`src/odtb_pkg.sv`:
```
package odtb_pkg;

    localparam int ID_W   = 4;
    localparam int DUR_W  = 32;
    localparam int TIME_W = 48;

    // Input function codes
    localparam logic [1:0] FUNC_ARM     = 2'd0;
    localparam logic [1:0] FUNC_CLEAR   = 2'd1;
    localparam logic [1:0] FUNC_OBSERVE = 2'd2;

    // Classified operations carried through the queue
    localparam logic [1:0] OP_NOP     = 2'd0;
    localparam logic [1:0] OP_ARM     = 2'd1;
    localparam logic [1:0] OP_CLEAR   = 2'd2;
    localparam logic [1:0] OP_OBSERVE = 2'd3;

    // tval holds the new deadline for an arm, the current time for an observe
    typedef struct packed {
        logic [1:0]        op;
        logic [ID_W-1:0]   id;
        logic [TIME_W-1:0] tval;
    } t_cmd;

endpackage

```
`src/ordered_deadline_timer_bank_unit.sv`:
```
// Channel   Direction  Handshake          Beat payload
// input     in         i_valid / o_stall  i_func, i_timer_id, i_duration, i_now
// output    out        o_valid / i_stall  o_expired, o_expired_id
//
// Every input beat yields exactly one output beat. The front classifies a beat and
// adds now + duration in the cycle it is accepted, then parks it in a two-entry queue.
// The back moves arm, clear and ignored beats from IDLE straight to DONE; an observe
// that examines k list entries (k up to 15) reads one deadline per entry in SCAN.
// Reset (synchronous, active low) empties the queue, the armed list and the output beat.
// A stall on the output holds the back in its hand-off cycle; the queue keeps
// accepting until it is full.
module ordered_deadline_timer_bank_unit #(
    parameter int NUM_TIMERS = 16
) (
    input  logic                        i_clk,
    input  logic                        i_rst_n,
    input  logic                        i_valid,
    output logic                        o_stall,
    input  logic [1:0]                  i_func,
    input  logic [odtb_pkg::ID_W-1:0]   i_timer_id,
    input  logic [odtb_pkg::DUR_W-1:0]  i_duration,
    input  logic [odtb_pkg::TIME_W-1:0] i_now,
    output logic                        o_valid,
    input  logic                        i_stall,
    output logic                        o_expired,
    output logic [odtb_pkg::ID_W-1:0]   o_expired_id
);
    import odtb_pkg::*;

    // Command hand-off between front and back
    logic cmd_valid;
    t_cmd cmd;
    logic cmd_pop;

    // Front: decode, compute the new deadline, queue the beat
    odtb_front #(
        .NUM_TIMERS (NUM_TIMERS)
    ) u_front (
        .i_clk       (i_clk),
        .i_rst_n     (i_rst_n),
        .i_valid     (i_valid),
        .o_stall     (o_stall),
        .i_func      (i_func),
        .i_timer_id  (i_timer_id),
        .i_duration  (i_duration),
        .i_now       (i_now),
        .o_cmd_valid (cmd_valid),
        .o_cmd       (cmd),
        .i_cmd_pop   (cmd_pop)
    );

    // Back: maintain the arm-order list and deadlines, scan for expiry,
    // hold the result in the output register
    odtb_back #(
        .NUM_TIMERS (NUM_TIMERS)
    ) u_back (
        .i_clk        (i_clk),
        .i_rst_n      (i_rst_n),
        .i_cmd_valid  (cmd_valid),
        .i_cmd        (cmd),
        .o_cmd_pop    (cmd_pop),
        .o_valid      (o_valid),
        .i_stall      (i_stall),
        .o_expired    (o_expired),
        .o_expired_id (o_expired_id)
    );

endmodule

```
`src/odtb_ram.sv`:
```
module odtb_ram #(
    parameter int WIDTH = 8,
    parameter int DEPTH = 16
) (
    input  logic                     i_clk,
    input  logic                     i_we,
    input  logic [$clog2(DEPTH)-1:0] i_waddr,
    input  logic [WIDTH-1:0]         i_wdata,
    input  logic [$clog2(DEPTH)-1:0] i_raddr,
    output logic [WIDTH-1:0]         o_rdata
);

    logic [WIDTH-1:0] r_mem [DEPTH];
    logic [WIDTH-1:0] r_rdata;

    always_ff @(posedge i_clk) begin
        if (i_we) begin
            r_mem[i_waddr] <= i_wdata;
        end
        r_rdata <= r_mem[i_raddr];
    end

    assign o_rdata = r_rdata;

endmodule

```
`src/odtb_front.sv`:
```
module odtb_front #(
    parameter int NUM_TIMERS = 16
) (
    input  logic                        i_clk,
    input  logic                        i_rst_n,
    input  logic                        i_valid,
    output logic                        o_stall,
    input  logic [1:0]                  i_func,
    input  logic [odtb_pkg::ID_W-1:0]   i_timer_id,
    input  logic [odtb_pkg::DUR_W-1:0]  i_duration,
    input  logic [odtb_pkg::TIME_W-1:0] i_now,
    output logic                        o_cmd_valid,
    output odtb_pkg::t_cmd              o_cmd,
    input  logic                        i_cmd_pop
);
    import odtb_pkg::*;

    localparam int Q_DEPTH = 2;
    localparam int PTR_W   = $clog2(Q_DEPTH);
    localparam int QCNT_W  = $clog2(Q_DEPTH + 1);

    t_cmd              r_q [Q_DEPTH];
    logic [PTR_W-1:0]  r_wr_ptr;
    logic [PTR_W-1:0]  r_rd_ptr;
    logic [QCNT_W-1:0] r_cnt;

    t_cmd cmd_in;
    logic id_ok;
    logic push;
    logic pop;

    // Classify the beat and form its time value
    always_comb begin
        id_ok       = (i_timer_id != '0) && (int'(i_timer_id) < NUM_TIMERS);
        cmd_in.op   = OP_NOP;
        cmd_in.id   = i_timer_id;
        cmd_in.tval = i_now;
        case (i_func)
            FUNC_ARM: begin
                if (id_ok) begin
                    cmd_in.op = OP_ARM;
                end
                cmd_in.tval = i_now + TIME_W'(i_duration);
            end
            FUNC_CLEAR: begin
                if (id_ok) begin
                    cmd_in.op = OP_CLEAR;
                end
            end
            FUNC_OBSERVE: begin
                cmd_in.op = OP_OBSERVE;
            end
            default: begin
                cmd_in.op = OP_NOP;
            end
        endcase
    end

    assign o_stall     = (r_cnt == QCNT_W'(Q_DEPTH));
    assign push        = i_valid && !o_stall;
    assign o_cmd_valid = (r_cnt != '0);
    assign pop         = o_cmd_valid && i_cmd_pop;
    assign o_cmd       = r_q[r_rd_ptr];

    always_ff @(posedge i_clk) begin
        if (push) begin
            r_q[r_wr_ptr] <= cmd_in;
        end
    end

    always_ff @(posedge i_clk) begin
        if (!i_rst_n) begin
            r_wr_ptr <= '0;
            r_rd_ptr <= '0;
            r_cnt    <= '0;
        end else begin
            if (push) begin
                r_wr_ptr <= r_wr_ptr + PTR_W'(1);
            end
            if (pop) begin
                r_rd_ptr <= r_rd_ptr + PTR_W'(1);
            end
            if (push && !pop) begin
                r_cnt <= r_cnt + QCNT_W'(1);
            end else if (pop && !push) begin
                r_cnt <= r_cnt - QCNT_W'(1);
            end
        end
    end

endmodule

```
`src/odtb_back.sv`:
```
module odtb_back #(
    parameter int NUM_TIMERS = 16
) (
    input  logic                      i_clk,
    input  logic                      i_rst_n,
    input  logic                      i_cmd_valid,
    input  odtb_pkg::t_cmd            i_cmd,
    output logic                      o_cmd_pop,
    output logic                      o_valid,
    input  logic                      i_stall,
    output logic                      o_expired,
    output logic [odtb_pkg::ID_W-1:0] o_expired_id
);
    import odtb_pkg::*;

    localparam int ID_SPAN = 1 << ID_W;
    localparam int LIST_D  = (NUM_TIMERS < ID_SPAN) ? NUM_TIMERS : ID_SPAN;
    localparam int IDX_W   = $clog2(LIST_D);
    localparam int CNT_W   = $clog2(LIST_D + 1);
    localparam int AW      = $clog2(NUM_TIMERS);

    localparam logic [1:0] ST_IDLE = 2'd0;
    localparam logic [1:0] ST_SCAN = 2'd1;
    localparam logic [1:0] ST_DONE = 2'd2;

    logic [1:0]        r_state, n_state;
    t_cmd              r_cmd, n_cmd;
    logic [IDX_W-1:0]  r_idx, n_idx;
    logic [ID_W-1:0]   r_walk_id, n_walk_id;
    logic [CNT_W-1:0]  r_count, n_count;
    logic [ID_W-1:0]   r_order [LIST_D];
    logic [ID_W-1:0]   n_order [LIST_D];
    logic              r_exp, n_exp;
    logic [ID_W-1:0]   r_eid, n_eid;
    logic              r_out_valid;
    logic              r_out_exp;
    logic [ID_W-1:0]   r_out_id;

    logic              hit_any;
    logic [IDX_W-1:0]  hit_pos;
    logic              do_remove;
    logic [IDX_W-1:0]  rm_pos;
    logic [IDX_W-1:0]  idx_nx;
    logic              ram_we;
    logic [TIME_W-1:0] ram_rdata;
    logic              out_load;

    odtb_ram #(
        .WIDTH (TIME_W),
        .DEPTH (NUM_TIMERS)
    ) u_deadline (
        .i_clk   (i_clk),
        .i_we    (ram_we),
        .i_waddr (AW'(i_cmd.id)),
        .i_wdata (i_cmd.tval),
        .i_raddr (AW'(n_walk_id)),
        .o_rdata (ram_rdata)
    );

    // Look up the head command's timer among the armed entries
    always_comb begin
        hit_any = 1'b0;
        hit_pos = '0;
        for (int i = 0; i < LIST_D; i++) begin
            if ((CNT_W'(i) < r_count) && (r_order[i] == i_cmd.id)) begin
                hit_any = 1'b1;
                hit_pos = hit_pos | IDX_W'(i);
            end
        end
    end

    always_comb begin
        n_state   = r_state;
        n_cmd     = r_cmd;
        n_idx     = r_idx;
        n_walk_id = r_walk_id;
        n_count   = r_count;
        n_exp     = r_exp;
        n_eid     = r_eid;
        n_order   = r_order;
        o_cmd_pop = 1'b0;
        do_remove = 1'b0;
        rm_pos    = '0;
        ram_we    = 1'b0;
        out_load  = 1'b0;
        idx_nx    = r_idx + IDX_W'(1);

        case (r_state)
            ST_IDLE: begin
                if (i_cmd_valid) begin
                    o_cmd_pop = 1'b1;
                    n_cmd     = i_cmd;
                    n_exp     = 1'b0;
                    n_eid     = '0;
                    n_state   = ST_DONE;
                    case (i_cmd.op)
                        OP_ARM: begin
                            ram_we = 1'b1;
                            if (!hit_any && (r_count < CNT_W'(LIST_D))) begin
                                n_order[r_count[IDX_W-1:0]] = i_cmd.id;
                                n_count = r_count + CNT_W'(1);
                            end
                        end
                        OP_CLEAR: begin
                            if (hit_any) begin
                                do_remove = 1'b1;
                                rm_pos    = hit_pos;
                            end
                        end
                        OP_OBSERVE: begin
                            if (r_count != '0) begin
                                n_idx     = '0;
                                n_walk_id = r_order[0];
                                n_state   = ST_SCAN;
                            end
                        end
                        default: begin
                        end
                    endcase
                end
            end
            ST_SCAN: begin
                if (r_cmd.tval >= ram_rdata) begin
                    do_remove = 1'b1;
                    rm_pos    = r_idx;
                    n_exp     = 1'b1;
                    n_eid     = r_walk_id;
                    n_state   = ST_DONE;
                end else if ((CNT_W'(r_idx) + CNT_W'(1)) < r_count) begin
                    n_idx     = idx_nx;
                    n_walk_id = r_order[idx_nx];
                end else begin
                    n_state = ST_DONE;
                end
            end
            ST_DONE: begin
                if (!r_out_valid || !i_stall) begin
                    out_load = 1'b1;
                    n_state  = ST_IDLE;
                end
            end
            default: begin
                n_state = ST_IDLE;
            end
        endcase

        // Close the gap left by a removed entry
        if (do_remove) begin
            for (int i = 0; i < LIST_D - 1; i++) begin
                if (IDX_W'(i) >= rm_pos) begin
                    n_order[i] = r_order[i + 1];
                end
            end
            n_count = r_count - CNT_W'(1);
        end
    end

    always_ff @(posedge i_clk) begin
        r_cmd     <= n_cmd;
        r_idx     <= n_idx;
        r_walk_id <= n_walk_id;
        r_order   <= n_order;
        r_exp     <= n_exp;
        r_eid     <= n_eid;
        if (out_load) begin
            r_out_exp <= r_exp;
            r_out_id  <= r_eid;
        end
    end

    always_ff @(posedge i_clk) begin
        if (!i_rst_n) begin
            r_state     <= ST_IDLE;
            r_count     <= '0;
            r_out_valid <= 1'b0;
        end else begin
            r_state <= n_state;
            r_count <= n_count;
            if (out_load) begin
                r_out_valid <= 1'b1;
            end else if (!i_stall) begin
                r_out_valid <= 1'b0;
            end
        end
    end

    assign o_valid      = r_out_valid;
    assign o_expired    = r_out_exp;
    assign o_expired_id = r_out_id;

endmodule
```
`config.mk`:
```
export PLATFORM = sky130hd
export DESIGN_NAME = ordered_deadline_timer_bank_unit
export DESIGN_NICKNAME = d
export VERILOG_FILES = /design/src/odtb_pkg.sv /design/src/ordered_deadline_timer_bank_unit.sv /design/src/odtb_ram.sv /design/src/odtb_front.sv /design/src/odtb_back.sv
export SDC_FILE = /design/constraint.sdc
export NUM_CORES = 2
export LEC_CHECK = 0
export ABC_AREA = 0
export BUFFER_PORTS_ARGS = -buffer_cell sky130_fd_sc_hd__buf_4
export CAP_MARGIN = 0
export CORE_MARGIN = 5
export CORE_UTILIZATION = 57
export CTS_BUF_LIST = sky130_fd_sc_hd__clkbuf_4 sky130_fd_sc_hd__clkbuf_8
export DETAILED_ROUTE_END_ITERATION = 7
export PLACE_DENSITY = 0.74
export RECOVER_POWER = 100
export SKIP_CTS_REPAIR_TIMING = 1
export SKIP_LAST_GASP = 1
export SLEW_MARGIN = 30
export SYNTH_ARGS = -nofsm -noshare
export SYNTH_HDL_FRONTEND = slang
export SYNTH_SLANG_ARGS = --single-unit
```
`constraint.sdc`:
```
create_clock -name i_clk -period 5 [get_ports i_clk]
set_input_delay 1.5 -clock i_clk [delete_from_list [all_inputs] [get_ports i_clk]]
set_output_delay 1.5 -clock i_clk [all_outputs]
set_load 0.05 [all_outputs]
```
==> Flow_metrics.wiki <==
{| class="wikitable"
! Metric !! Value
|-
| DR iter-0 viols || approximately 2.9k
|-
| Top library cells by usage in the layout, fill and taps aside || edfxtp_1, mux2i_1, mux2_2
|-
| Logic gate share of total power || 0.297
|-
| Final design area excluding fillers || about 50000 um^2
|-
| Post-DR wirelength/cell || ~25 um
|-
| Insertion delay to the later sink of the worst-skew pair || between 0.8 and 0.9 ns
|-
| Root buf cell || clkbuf_8
|-
| Reg clk slew, reported paths || ~0.060 ns
|-
| Share of the clock period used by the worst path after layout || 0.9698
|-
| Path class of the lowest-slack min-delay path || flop to flop
|-
| Critical Path AT || ~5.5 ns
|-
| Setup Viol. Count Final || 0
|-
| Max Cap Violations || 17
|-
| Vert. Die Dim || 292.9 um
|-
| Power Internal || around 18000 uW
|-
| Launching element type of the critical path || flop
|-
| Launch point of the worst reg-to-reg path || u_back.u_deadline.o_rdata[17]
|-
| Avg Vias per Cell || between 6 and 7
|-
| TritonCTS clock tree || yes
|-
| Worst min-delay path endpoint || u_back.o_expired_id[0]
|-
| Violations in the final reports || max-capacitance violations, max-slew violations
|-
| Fill cell instance count of the final layout || between 5k and 6k
|-
| Buffers from clock root to sink, at most || 3
|-
| Distinct cells, synth || between 70 and 80
|-
| Syn Inst Count || a little under 3k
|-
| Number of enable-type register cells in the synthesized netlist || 942
|-
| Sequential Power Share || 0.437
|-
| Number of cells in the finished layout apart from fillers || about 4.3k
|-
| Worst reg-to-reg setup slack || ~0.15 ns
|-
| Core region area || just under 80000 um^2
|-
| Sequential share of the synthesized area || 0.6752
|-
| Crit path time final || 4.849 ns
|-
| Worst hold start || u_back.r_eid[0]
|-
| Die width || slightly below 300 um
|-
| Crit path launch || u_back.u_deadline.o_rdata[17]
|-
| Count of pins over their slew limit || between 500 and 600
|-
| Placement row count || between 100 and 150
|-
| Type of the setup path with the least slack || flop to flop
|-
| Yosys top cell area share || 0.6203
|-
| Via count of the first global-routing pass || 27.04k
|-
| Port Buffer Count || 96
|-
| Proportion of layout cells with a drive suffix above 1 || 0.2129
|-
| Starting density of the core || 0.5763
|-
| Peak ir drop on the vdd network || 529.1 uV
|-
| Nets@finish || 3320
|-
| Depth of the worst register-to-register path || 16
|-
| Most common cell after layout, fill and taps aside || edfxtp_1
|-
| Total GRT Usage || 0.2480
|-
| WHS Path Cells || 0
|-
| Routed wire length || between 100000 and 150000 um
|-
| Cell type with the largest total area after synthesis || edfxtp_1
|-
| Mean post-synth cell area || about 16 um^2
|-
| Number of placed instances, taps included || roughly 4.0k
|-
| Pwr/cell area || 522.6 nW/um^2
|-
| Overall via count from detail_route || ~26k
|-
| Global-route wire length before repair || approximately 160000 um
|-
| Part of the power in the clock network || 0.266
|-
| Final hold vios || 0
|-
| Number of I/O pins || 97
|-
| Max FO, Critical Path || 27
|-
| Worst-margin pin slew || 3.549 ns
|-
| Relative slew margins || -1.366
|-
| Net switching power || 8541 uW
|-
| Fraction of power spent switching nets || 0.3188
|-
| Count of nets left with antenna violations after detail routing || 0
|-
| Static Leak || 0.01998 uW
|-
| Placer congestion estimate || 0.8919
|-
| Data required time at the worst endpoint || 5.69 ns
|-
| Netlist Area Pre-Place || 45600 um^2
|-
| Ranking of synthesized cells by area || edfxtp_1, mux2i_1, mux2_2, dfxtp_1, ha_1
|-
| Clock buffer count from CTS || ~160
|-
| Antenna violations before repair || 3
|-
| H-tree levels || 4
|-
| Worst hold-check slack || roughly 0.43 ns
|-
| Detail Placement HPWL || 61720 um
|-
| Area grow syn2layout || 12.41%
|-
| Total negative setup slack || 0 ns
|-
| First-pass iteration count of the detailed router || 6
|-
| Synthesized net count || 3103
|-
| Final setup skew || just over 0.04 ns
|-
| Overflow left after global routing || 0
|-
| Main synth FF type || edfxtp_1
|-
| Number of synthesized register bits || 1067
|-
| Result of the run || finished, violations left
|-
| Post-route core utilization || 0.6478
|-
| Category of the worst setup path capture point || flop
|-
| Pin count of the biggest net entering global routing || 64
|-
| DRC viols || 0
|-
| Share of synthesized registers carrying an async set or reset || 0
|-
| Cell Area, Placed || 48280 um^2
|-
| F_max || about 210 MHz
|-
| Clk sinks || roughly 1.1k
|-
| Yosys Warn Count || 0
|-
| Critical R2R Capture || u_back.u_deadline.o_rdata[13]
|-
| Setup repair after global routing missed its margin || no
|-
| Overall die area || 85760 um^2
|}
## layout make-up
type | count | area (um^2) | area share
flip-flops and latches | 1067 | 30790 | 0.6007
inverters | 81 | 304.0 | 0.005931
clock buffers | 246 | 2923 | 0.05702
diodes | 2 | 5.005 | 0.00009763
repair buffers | 188 | 1608 | 0.03136
multi-input cells | 1636 | 13950 | 0.2722
clock inverters | 56 | 361.6 | 0.007054
well taps | 1050 | 1314 | 0.02563
## registers in the layout (all words and copies together), names as in the netlist, 4 cells and up, named ones only
name / cells
u_back.r_eid: 4
u_back.r_count: 5
u_back.r_order: 60
u_back.u_deadline.o_rdata: 48
u_back.r_idx: 4
u_back.u_deadline.r_mem: 768
u_back.r_cmd: 48
u_back.r_walk_id: 4
u_front.r_q: 108
u_back.o_expired_id: 4
## cell usage after synthesis, types with 5 or more instances
cell and n:
edfxtp_1 942, mux2i_1 341, mux2_2 260, nand2_1 154
dfxtp_1 125, o211ai_1 99, ha_1 91, xnor2_1 87
inv_1 76, nor2_1 73, clkbuf_1 68, o21ai_0 60
a21oi_1 57, buf_2 51, a22oi_1 50, a222oi_1 48
nand3_1 26, nor3_1 25, a21o_1 23, xor2_1 23
mux4_2 20, nand4_1 19, and3_1 18, nand2b_1 16
nor2b_1 14, nor3_2 10, and2_1 9, buf_4 9
o31ai_1 9, a31oi_1 8, o21a_1 8, a211oi_1 7
buf_1 7, or3_1 6, o21ai_1 5, or2_2 5
## critical path, cell delays in order (launching register included)
cell	delay (ns)
dfxtp_1	0.35
inv_1	0.05
ha_1	0.29
a21oi_1	0.07
o21ai_1	0.33
a41oi_1	0.08
or4b_2	0.75
a31oi_1	0.22
o21a_1	0.38
nor3_1	0.13
clkbuf_1	0.17
a21oi_4	0.42
clkbuf_4	0.54
nor2_4	0.08
buf_4	0.28
a222oi_1	0.41
o211ai_1	0.14
## cells by family (layout without fill, tap and decap cells)
family	Yosys count	in the layout	synth area share
DFF	1067	1067	0.6752
muxes	628	628	0.1512
AOI/OAI and AO/OA	416	416	0.06557
and+or+nand+nor	390	390	0.04118
buffers and inverters	218	571	0.02033
xor gates and xnor gates	110	110	0.02113
adders and majority gates	92	92	0.02541
other	0	2	0
## through the flow
stage               worst slack (ns)  total power [uW]
finish                        0.1511             26790
global placement              0.2157             19580
global route                 0.01950             28050
detailed placement            0.1411             19840
floorplan                     0.6846             17280
CTS                           0.3582             26990
## metal layers
layer / vias to the layer above / share of wire / global-route usage
met4: 4 / 0.019 / 0.06950
met5: - / 0.00018 / 0
li1: 11840 / - / -
met3: 194 / 0.075 / 0.04868
met1: 13310 / 0.42 / 0.3449
met2: 1064 / 0.48 / 0.4058
## power groups by stage
stage	combinational [uW]	sequential, uW	clock [uW]
4_1_cts	8080	11600	7260
2_1_floorplan	5550	11700	0
3_5_place_dp	8020	11800	0
6_report	7960	11700	7130
3_3_place_gp	7800	11800	0
5_1_grt	8600	11800	7690
## worst max path at each step
stage	endpoint	slack, ns
finish	u_back.u_deadline.o_rdata[13]	0.15
global route	u_back.u_deadline.o_rdata[9]	0.02
CTS	u_back.u_deadline.o_rdata[13]	0.36
detailed placement	u_front.r_q[1][36]	0.14
global placement	u_front.r_q[0][34]	0.22
floorplan	u_front.r_q[0][0]	0.68
Note: power is estimated with default switching activity, not from simulation.
